--- config.mk ---
export PLATFORM = sky130hd
export DESIGN_NAME = atc_texture_block_decoder
export DESIGN_NICKNAME = d
export VERILOG_FILES = /design/src/sv/atc_pkg.sv /design/src/sv/atc_front.sv /design/src/sv/atc_queue.sv /design/src/sv/atc_back.sv /design/src/sv/atc_texture_block_decoder.sv
export SDC_FILE = /design/constraint.sdc
export NUM_CORES = 1
export LEC_CHECK = 0
export BUFFER_PORTS_ARGS = -buffer_cell sky130_fd_sc_hd__buf_2
export CAP_MARGIN = 20
export CORE_MARGIN = 2
export CORE_UTILIZATION = 50
export CTS_CLUSTER_DIAMETER = 120
export DETAILED_ROUTE_END_ITERATION = 12
export PLACE_DENSITY_LB_ADDON = 0.3
export SLEW_MARGIN = 20
export SYNTH_ARGS = -nofsm -noshare
export SYNTH_HDL_FRONTEND = slang
export SYNTH_SLANG_ARGS = --single-unit
export TNS_END_PERCENT = 5
--- constraint.sdc ---
create_clock -name clk -period 11.45 [get_ports clk]
set_clock_uncertainty 0.05 [all_clocks]
set_input_delay 1.145 -clock clk [delete_from_list [all_inputs] [get_ports clk]]
set_output_delay 1.145 -clock clk [all_outputs]
set_load 0.05 [all_outputs]
--- src/sv/atc_pkg.sv ---
// shared types, constants and colour helpers for the atc block decoder
`default_nettype none
package atc_pkg;

  localparam int MAX_DIMENSION_DEF = 4096;
  localparam int CFG_W = 13;
  localparam int CFG_IDX_W = 2;
  localparam int COORD_W = 12;
  localparam int CHAN_W = 8;
  localparam int TEXELS = 16;
  localparam int QUEUE_DEPTH = 2;

  localparam logic [CFG_IDX_W-1:0] CFG_IMAGE_WIDTH = 2'd0;
  localparam logic [CFG_IDX_W-1:0] CFG_IMAGE_HEIGHT = 2'd1;
  localparam logic [CFG_IDX_W-1:0] CFG_ALPHA_MODE = 2'd2;

  localparam logic [1:0] SEL_E0 = 2'd0;
  localparam logic [1:0] SEL_THIRD = 2'd1;
  localparam logic [1:0] SEL_EIGHTH = 2'd2;
  localparam logic [1:0] SEL_E1 = 2'd3;

  // floor(v/3) as (v*683)>>11, exact for v up to 765
  localparam logic [20:0] DIV3_RECIP = 21'd683;
  localparam int DIV3_SHIFT = 11;

  localparam logic [CHAN_W-1:0] ALPHA_OPAQUE = 8'd255;
  localparam logic [CHAN_W-1:0] ALPHA_SCALE = 8'd17;

  typedef struct packed {
    logic                 we;
    logic [CFG_IDX_W-1:0] index;
    logic [CFG_W-1:0]     wdata;
  } cfg_wr_t;

  typedef struct packed {
    logic [63:0]         alpha_nibbles;
    logic [31:0]         selector_bits;
    logic [CHAN_W-1:0]   r0;
    logic [CHAN_W-1:0]   g0;
    logic [CHAN_W-1:0]   b0;
    logic [CHAN_W-1:0]   r1;
    logic [CHAN_W-1:0]   g1;
    logic [CHAN_W-1:0]   b1;
    logic [TEXELS-1:0]   mask;
    logic [COORD_W-1:0]  base_x;
    logic [COORD_W-1:0]  base_y;
    logic                explicit_alpha;
  } blk_entry_t;

  function automatic logic [CHAN_W-1:0] widen5(logic [4:0] v);
    return {v, v[4:2]};
  endfunction

  function automatic logic [CHAN_W-1:0] widen6(logic [5:0] v);
    return {v, v[5:4]};
  endfunction

  function automatic logic [CHAN_W-1:0] blend(logic [CHAN_W-1:0] a, logic [CHAN_W-1:0] b,
                                              logic [1:0] sel);
    logic [9:0]  s1;
    logic [20:0] p;
    logic [10:0] s2;
    logic [CHAN_W-1:0] res;
    s1 = {1'b0, a, 1'b0} + {2'b00, b};
    p = 21'(s1) * DIV3_RECIP;
    s2 = 11'(3 * 11'(a)) + 11'(5 * 11'(b));
    unique case (sel)
      SEL_E0:     res = a;
      SEL_THIRD:  res = p[DIV3_SHIFT +: CHAN_W];
      SEL_EIGHTH: res = s2[10:3];
      SEL_E1:     res = b;
      default:    res = a;
    endcase
    return res;
  endfunction

endpackage
`default_nettype wire

--- src/sv/atc_front.sv ---
// front end: configuration, block position tracking, edge mask and endpoint widening
`default_nettype none
module atc_front #(
  parameter int MAX_DIMENSION = atc_pkg::MAX_DIMENSION_DEF
) (
  input  wire logic                clk,
  input  wire logic                rst_n,
  input  wire atc_pkg::cfg_wr_t    cfg,
  input  wire logic                in_valid,
  output logic                     in_ready,
  input  wire logic [63:0]         in_alpha_nibbles,
  input  wire logic [15:0]         in_endpoint_zero,
  input  wire logic [15:0]         in_endpoint_one,
  input  wire logic [31:0]         in_selector_bits,
  input  wire logic                q_full,
  output logic                     q_push,
  output atc_pkg::blk_entry_t      q_entry
);

  localparam int COL_RAW = $clog2((MAX_DIMENSION + 3) / 4);
  localparam int COL_W = (COL_RAW > 0) ? COL_RAW : 1;
  localparam int CNT_W = COL_W + 1;
  localparam int XW = COL_W + 3;

  logic [XW-1:0]    w_r, w_nxt, h_r, h_nxt;
  logic [CNT_W-1:0] bxc_r, bxc_nxt, byc_r, byc_nxt;
  logic             amode_r, amode_nxt;
  logic [COL_W-1:0] col_r, col_nxt, row_r, row_nxt;
  logic [CNT_W-1:0] col_inc, row_inc;
  logic [3:0]       col_ok, row_ok;
  logic [atc_pkg::TEXELS-1:0] mask;
  logic             accept;

  function automatic logic [XW-1:0] clamp_dim(logic [atc_pkg::CFG_W-1:0] d);
    if (d == '0) return XW'(1);
    else if (32'(d) > 32'(MAX_DIMENSION)) return XW'(MAX_DIMENSION);
    else return XW'(d);
  endfunction

  function automatic logic [CNT_W-1:0] blocks_of(logic [XW-1:0] d);
    logic [XW:0] t;
    t = {1'b0, d} + (XW + 1)'(3);
    return CNT_W'(t >> 2);
  endfunction

  always_comb begin
    w_nxt = w_r;
    h_nxt = h_r;
    amode_nxt = amode_r;
    if (cfg.we) begin
      unique case (cfg.index)
        atc_pkg::CFG_IMAGE_WIDTH:  w_nxt = clamp_dim(cfg.wdata);
        atc_pkg::CFG_IMAGE_HEIGHT: h_nxt = clamp_dim(cfg.wdata);
        atc_pkg::CFG_ALPHA_MODE:   amode_nxt = cfg.wdata[0];
        default: ;
      endcase
    end
    bxc_nxt = blocks_of(w_nxt);
    byc_nxt = blocks_of(h_nxt);
  end

  assign in_ready = !q_full;
  assign accept = in_valid && in_ready;

  always_comb begin
    for (int i = 0; i < 4; i++) begin
      col_ok[i] = (XW'({col_r, 2'b00}) + XW'(i)) < w_r;
      row_ok[i] = (XW'({row_r, 2'b00}) + XW'(i)) < h_r;
    end
    for (int k = 0; k < atc_pkg::TEXELS; k++) begin
      mask[k] = col_ok[k % 4] && row_ok[k / 4];
    end
  end

  always_comb begin
    col_inc = {1'b0, col_r} + CNT_W'(1);
    row_inc = {1'b0, row_r} + CNT_W'(1);
    col_nxt = col_r;
    row_nxt = row_r;
    if (accept) begin
      if (col_inc >= bxc_r) begin
        col_nxt = '0;
        row_nxt = (row_inc >= byc_r) ? '0 : COL_W'(row_inc);
      end else begin
        col_nxt = COL_W'(col_inc);
      end
    end
  end

  always_ff @(posedge clk) begin
    if (!rst_n) begin
      w_r <= XW'(4);
      h_r <= XW'(4);
      bxc_r <= CNT_W'(1);
      byc_r <= CNT_W'(1);
      amode_r <= 1'b0;
      col_r <= '0;
      row_r <= '0;
    end else begin
      w_r <= w_nxt;
      h_r <= h_nxt;
      bxc_r <= bxc_nxt;
      byc_r <= byc_nxt;
      amode_r <= amode_nxt;
      col_r <= col_nxt;
      row_r <= row_nxt;
    end
  end

  // fully clipped blocks only move the counters
  assign q_push = accept && (mask != '0);

  always_comb begin
    q_entry.alpha_nibbles = in_alpha_nibbles;
    q_entry.selector_bits = in_selector_bits;
    q_entry.r0 = atc_pkg::widen5(in_endpoint_zero[14:10]);
    q_entry.g0 = atc_pkg::widen5(in_endpoint_zero[9:5]);
    q_entry.b0 = atc_pkg::widen5(in_endpoint_zero[4:0]);
    q_entry.r1 = atc_pkg::widen5(in_endpoint_one[15:11]);
    q_entry.g1 = atc_pkg::widen6(in_endpoint_one[10:5]);
    q_entry.b1 = atc_pkg::widen5(in_endpoint_one[4:0]);
    q_entry.mask = mask;
    q_entry.base_x = atc_pkg::COORD_W'(XW'({col_r, 2'b00}));
    q_entry.base_y = atc_pkg::COORD_W'(XW'({row_r, 2'b00}));
    q_entry.explicit_alpha = amode_r;
  end

endmodule
`default_nettype wire

--- src/sv/atc_queue.sv ---
// short block queue between front and back
`default_nettype none
module atc_queue (
  input  wire logic                clk,
  input  wire logic                rst_n,
  input  wire logic                push,
  input  wire atc_pkg::blk_entry_t push_entry,
  input  wire logic                pop,
  output logic                     full,
  output logic                     empty,
  output atc_pkg::blk_entry_t      head
);

  localparam int QD = atc_pkg::QUEUE_DEPTH;
  localparam int PW = (QD > 1) ? $clog2(QD) : 1;
  localparam int CW = $clog2(QD + 1);

  atc_pkg::blk_entry_t entries_r [QD];
  logic [PW-1:0] wr_ptr_r, wr_ptr_nxt, rd_ptr_r, rd_ptr_nxt;
  logic [CW-1:0] count_r, count_nxt;

  assign full = (count_r == CW'(QD));
  assign empty = (count_r == '0);
  assign head = entries_r[rd_ptr_r];

  always_comb begin
    wr_ptr_nxt = wr_ptr_r;
    rd_ptr_nxt = rd_ptr_r;
    count_nxt = count_r;
    if (push) begin
      wr_ptr_nxt = (wr_ptr_r == PW'(QD - 1)) ? '0 : wr_ptr_r + PW'(1);
    end
    if (pop) begin
      rd_ptr_nxt = (rd_ptr_r == PW'(QD - 1)) ? '0 : rd_ptr_r + PW'(1);
    end
    if (push && !pop) count_nxt = count_r + CW'(1);
    else if (pop && !push) count_nxt = count_r - CW'(1);
  end

  always_ff @(posedge clk) begin
    if (!rst_n) begin
      wr_ptr_r <= '0;
      rd_ptr_r <= '0;
      count_r <= '0;
    end else begin
      wr_ptr_r <= wr_ptr_nxt;
      rd_ptr_r <= rd_ptr_nxt;
      count_r <= count_nxt;
    end
  end

  always_ff @(posedge clk) begin
    if (push) entries_r[wr_ptr_r] <= push_entry;
  end

endmodule
`default_nettype wire

--- src/sv/atc_back.sv ---
// back end: walks the head block's mask, one texel a cycle unless stalled
`default_nettype none
module atc_back (
  input  wire logic                clk,
  input  wire logic                rst_n,
  input  wire logic                q_empty,
  input  wire atc_pkg::blk_entry_t head,
  output logic                     q_pop,
  output logic                     out_valid,
  input  wire logic                out_ready,
  output logic [11:0]              out_texel_x,
  output logic [11:0]              out_texel_y,
  output logic [7:0]               out_red,
  output logic [7:0]               out_green,
  output logic [7:0]               out_blue,
  output logic [7:0]               out_alpha,
  output logic                     out_last_of_block
);

  localparam int T = atc_pkg::TEXELS;

  logic [T-1:0] done_r, done_nxt;
  logic [T-1:0] rem, pick, rem_after;
  logic [3:0]   idx;
  logic [1:0]   sel;
  logic [3:0]   nib;
  logic         fire, last;
  logic         out_valid_r, out_valid_nxt;
  logic [11:0]  x_r, y_r;
  logic [7:0]   red_r, green_r, blue_r, alpha_r;
  logic         last_r;

  assign rem = head.mask & ~done_r;
  assign pick = rem & (~rem + T'(1));
  assign rem_after = rem & ~pick;
  assign last = (rem_after == '0);

  always_comb begin
    idx = '0;
    for (int k = 0; k < T; k++) begin
      if (pick[k]) idx = 4'(k);
    end
  end

  assign sel = head.selector_bits[{idx, 1'b0} +: 2];
  assign nib = head.alpha_nibbles[{idx, 2'b00} +: 4];

  assign fire = !q_empty && (!out_valid_r || out_ready);
  assign q_pop = fire && last;

  always_comb begin
    done_nxt = done_r;
    out_valid_nxt = out_valid_r;
    if (fire) begin
      done_nxt = last ? '0 : (done_r | pick);
      out_valid_nxt = 1'b1;
    end else if (out_ready) begin
      out_valid_nxt = 1'b0;
    end
  end

  always_ff @(posedge clk) begin
    if (!rst_n) begin
      done_r <= '0;
      out_valid_r <= 1'b0;
    end else begin
      done_r <= done_nxt;
      out_valid_r <= out_valid_nxt;
    end
  end

  always_ff @(posedge clk) begin
    if (fire) begin
      x_r <= head.base_x | 12'(idx[1:0]);
      y_r <= head.base_y | 12'(idx[3:2]);
      red_r <= atc_pkg::blend(head.r0, head.r1, sel);
      green_r <= atc_pkg::blend(head.g0, head.g1, sel);
      blue_r <= atc_pkg::blend(head.b0, head.b1, sel);
      alpha_r <= head.explicit_alpha ? 8'(8'(nib) * atc_pkg::ALPHA_SCALE)
                                     : atc_pkg::ALPHA_OPAQUE;
      last_r <= last;
    end
  end

  assign out_valid = out_valid_r;
  assign out_texel_x = x_r;
  assign out_texel_y = y_r;
  assign out_red = red_r;
  assign out_green = green_r;
  assign out_blue = blue_r;
  assign out_alpha = alpha_r;
  assign out_last_of_block = last_r;

endmodule
`default_nettype wire

--- src/sv/atc_texture_block_decoder.sv ---
// top level of the atc 4x4 texture block decoder
// a taken block is written into the queue; the back end registers each texel it emits
// throughput: one texel per cycle from the back end while not stalled by out_ready
// or an empty queue; a fully clipped block is taken at the input but never queued
// a two-entry block queue lets the front take new blocks while the back emits texels
// reset (synchronous, rst_n low): block counters zero, 4x4 image, opaque alpha, queue empty
`default_nettype none
module atc_texture_block_decoder #(
  parameter int MAX_DIMENSION = atc_pkg::MAX_DIMENSION_DEF
) (
  input  wire logic        clk,
  input  wire logic        rst_n,
  input  wire logic        cfg_we,
  input  wire logic [1:0]  cfg_index,
  input  wire logic [12:0] cfg_wdata,
  input  wire logic        in_valid,
  output logic             in_ready,
  input  wire logic [63:0] in_alpha_nibbles,
  input  wire logic [15:0] in_endpoint_zero,
  input  wire logic [15:0] in_endpoint_one,
  input  wire logic [31:0] in_selector_bits,
  output logic             out_valid,
  input  wire logic        out_ready,
  output logic [11:0]      out_texel_x,
  output logic [11:0]      out_texel_y,
  output logic [7:0]       out_red,
  output logic [7:0]       out_green,
  output logic [7:0]       out_blue,
  output logic [7:0]       out_alpha,
  output logic             out_last_of_block
);

  atc_pkg::cfg_wr_t    cfg;
  atc_pkg::blk_entry_t push_entry, head;
  logic                q_push, q_pop, q_full, q_empty;

  assign cfg.we = cfg_we;
  assign cfg.index = cfg_index;
  assign cfg.wdata = cfg_wdata;

  atc_front #(
    .MAX_DIMENSION(MAX_DIMENSION)
  ) u_front (
    .clk(clk),
    .rst_n(rst_n),
    .cfg(cfg),
    .in_valid(in_valid),
    .in_ready(in_ready),
    .in_alpha_nibbles(in_alpha_nibbles),
    .in_endpoint_zero(in_endpoint_zero),
    .in_endpoint_one(in_endpoint_one),
    .in_selector_bits(in_selector_bits),
    .q_full(q_full),
    .q_push(q_push),
    .q_entry(push_entry)
  );

  atc_queue u_queue (
    .clk(clk),
    .rst_n(rst_n),
    .push(q_push),
    .push_entry(push_entry),
    .pop(q_pop),
    .full(q_full),
    .empty(q_empty),
    .head(head)
  );

  atc_back u_back (
    .clk(clk),
    .rst_n(rst_n),
    .q_empty(q_empty),
    .head(head),
    .q_pop(q_pop),
    .out_valid(out_valid),
    .out_ready(out_ready),
    .out_texel_x(out_texel_x),
    .out_texel_y(out_texel_y),
    .out_red(out_red),
    .out_green(out_green),
    .out_blue(out_blue),
    .out_alpha(out_alpha),
    .out_last_of_block(out_last_of_block)
  );

endmodule
`default_nettype wire

==> out/results.txt <==
Post-CTS Setup Inserts = 0
CTS sink cnt = 472
Status = complete, no violations
Cell type with the largest total area after synthesis = edfxtp_1
Initial antenna violation count = 11
Die Ht = 241 um
Routed vias/inst = 5.37
Finish-stage setup viols = 0
Post-synthesis sequential area ratio = 0.472
Ys flop type = edfxtp_1
EDFF count, synth = 381
Worst Path Required = 11.74 ns
Final Hold Fails = 0
Max-slew headroom = 0.285
Initial Util = 0.508
Final ANT Viol Nets = 0
Max_cap viols = 0
Post-cts hold buffer count = 0
Hold Path End = u_back.done_r[15]$_SDFFE_PN0P_
R2R depth = 31
Worst skew pair latency = 0.61 ns
Most used cell, CP = inv_1
Critical Path AT = 8.80 ns
RePlAce Congestion = 0.870
Final Cycle Share = 0.744
Area Growth Syn to Fin = 12.2%
Slowest-stage cell, CP = dfxtp_4
Nets = 3007
Area fraction of the dominant cell type after synthesis = 0.407
CTS tree = done
Crit Path Max Fanout = 36
Drc violations = 0
Flops & latches, synth = 472
Hold Crit Start = u_back.done_r[15]$_SDFFE_PN0P_
Final min period = 8.52 ns
Setup TNS = 0 ns
FILL cells = 4576
Drt total wl = 59100 um
RSZ-0062 raised after global routing = no
Clock Tree Root = clkbuf_16
Die ar. = 0.0581 mm^2
First-pass GRT wire length = 95500 um
Synth top area cells = edfxtp_1, ha_1, fa_1, dfxtp_1, inv_1
DIE WIDTH = 241 um
Syn_nets = 2796
CTS resizes = 0
WS Path Type = flip-flop to flip-flop
CP startpoint kind = flip-flop
Syn_area_per_cell = 12.4 um^2
Cells after Synth = 2266
Routed vias = 17600
Clk buf depth = 3
GRT Residual Overflow = 0
Pin count of the biggest net entering global routing = 77
Hold path depth = 2
Drt initial violations = 956
Max Freq = 117 MHz
GRT Overall Usage = 0.209
Asr flop ratio synth = 0
Vias in the first global route = 18200
Share of cells above drive strength 1 = 0.175
Row Count = 86
Clk slew on worst S/H paths = 0.07 ns
Max Transition Viols Final = 0
Total I/O pin count = 207
Ys Warns = 0
Max H-tree Level = 2
Mapped Area = 0.0281 mm^2
Critical Path Sink Type = flip-flop
I/O Buffers = 205
Max stage delay on crit path = 0.77 ns
R2R Setup Slk = 2.93 ns
Wire per inst = 18.0 um
Hold Path Class = flip-flop to flip-flop
FF-to-FF End = u_back.out_red[7]$_DFFE_PP_
DRT Pass-1 Iters = 5
Hpwl dp = 44000 um
CTS Buf Count = 51
Core Area = 0.0553 mm^2
Synth cell types = 94
Actual slew at the worst max-slew pin = 1.07 ns
## routing by layer
layer / track usage / share of wire / vias up
met5: 0 / 0.00047 / -
met4: 0.0563 / 0.020 / 4
met3: 0.0381 / 0.044 / 81
met2: 0.369 / 0.52 / 291
met1: 0.263 / 0.42 / 8622
li1: - / - / 8584
## registers in the layout (all words and copies together), names as in the netlist, 2 cells and up, named ones only
| register | count |
|---|---|
| u_back.out_red | 8 |
| u_back.done_r | 16 |
| u_queue.count_r | 2 |
| u_front.w_r | 13 |
| u_front.bxc_r | 11 |
| u_back.out_blue | 8 |
| u_back.out_texel_x | 12 |
| u_back.out_texel_y | 12 |
| u_front.byc_r | 11 |
| u_back.out_green | 8 |
| u_front.h_r | 13 |
| u_back.out_alpha | 4 |
| u_front.col_r | 10 |
| u_queue.entries_r | 328 |
| u_front.row_r | 10 |
## worst max path at each step
stage | depth (start not counted) | endpoint | slack [ns]
5_1_grt | 29 | u_back.out_blue[6]$_DFFE_PP_ | 2.31
2_1_floorplan | 11 | u_queue.entries_r[0][0]$_DFFE_PP_ | 0.96
4_1_cts | 31 | u_back.out_red[7]$_DFFE_PP_ | 2.89
6_report | 31 | u_back.out_red[7]$_DFFE_PP_ | 2.93
3_3_place_gp | 29 | u_back.out_blue[6]$_DFFE_PP_ | 3.04
3_5_place_dp | 29 | u_back.out_blue[6]$_DFFE_PP_ | 2.94
## cell type report
type,instances,area (um^2),area share
clock buffers,69,1380,0.0439
diodes,9,22.5,0.000714
well taps,748,936,0.0297
flip-flops and latches,472,13300,0.420
repair buffers,220,1160,0.0367
clock inverters,26,256,0.00813
inverters,302,1140,0.0360
multi-input cells,1430,13400,0.424
## synth_stat cells (all sizes together) (11+ instances only)
| master | count |
|---|---|
| a21o | 48 |
| o21bai | 13 |
| or3 | 11 |
| a31oi | 11 |
| o21a | 14 |
| a21oi | 87 |
| clkbuf | 28 |
| o2111ai | 11 |
| inv | 302 |
| xnor2 | 82 |
| mux4 | 44 |
| mux2i | 55 |
| nand2 | 70 |
| xor2 | 25 |
| nor2 | 125 |
| ha | 285 |
| edfxtp | 381 |
| a211oi | 13 |
| or2 | 11 |
| fa | 97 |
| dfxtp | 91 |
| nor2b | 63 |
| o211ai | 30 |
| mux2 | 51 |
| nand2b | 21 |
| o22ai | 16 |
| buf | 34 |
| nand3 | 27 |
| o31ai | 17 |
| and2 | 22 |
| nor3 | 17 |
| o21ai | 65 |
## cells in the final DEF (no fill, tap or decap), types with 12 or more instances in the layout
cell and instances:
a211oi_1 12, a21o_1 48, a21oi_1 85, and2_1 20
buf_2 205, buf_4 14, clkbuf_1 14, clkbuf_16 51
dfxtp_1 90, edfxtp_1 381, fa_1 97, ha_1 285
inv_1 297, mux2_2 51, mux2i_1 50, mux4_2 43
nand2_1 70, nand2b_1 21, nand3_1 26, nor2_1 123
nor2b_1 62, nor3_1 17, o211ai_1 30, o21a_1 14
o21ai_0 58, o21bai_1 13, o22ai_1 12, o31ai_1 16
xnor2_1 82, xor2_1 25
## cells by family (layout without fill, tap and decap cells)
| kind of cell | Yosys count | count (layout) | synth area share |
|---|---|---|---|
| AND/OR/NAND/NOR | 417 | 417 | 0.0762 |
| AO/OA/AOI/OAI | 371 | 371 | 0.0926 |
| flip-flops | 472 | 472 | 0.472 |
| XOR/XNOR | 107 | 107 | 0.0333 |
| buffers and inverters | 364 | 617 | 0.0527 |
| multiplexers | 150 | 150 | 0.0764 |
| adder cells (fa/ha/maj) | 385 | 385 | 0.197 |
| other | 0 | 9 | 0 |
## through the flow
| stage | hold WS, ns | cells | util | setup WS, ns | instance area (um^2) |
|---|---|---|---|---|---|
| after floorplan | 0.375 | 2266 | - | 0.963 | 28100 |
| after global placement | 0.440 | 3171 | 0.540 | 3.04 | 29900 |
| after detailed placement | 0.456 | 3171 | 0.540 | 2.94 | 29900 |
| after CTS | 0.465 | 3266 | 0.570 | 2.89 | 31500 |
| after global routing | 0.497 | 3275 | 0.570 | 2.31 | 31500 |
| final | 0.461 | 3276 | 0.570 | 2.93 | 31600 |
## worst max-delay path, delay by kind of cell, from the launching register on
kind,cells,cell delay [ns]
muxes,2,0.63
AOI/OAI and AO/OA,11,2.33
and+or+nand+nor,1,0.11
buffers and inverters,8,0.97
DFF,1,0.77
adders and majority gates,7,2.75
xor gates and xnor gates,2,0.63
Power is left out: the tool's default activity adds up to more than one toggle a clock period on the data nets, which glitch-free logic cannot reach.
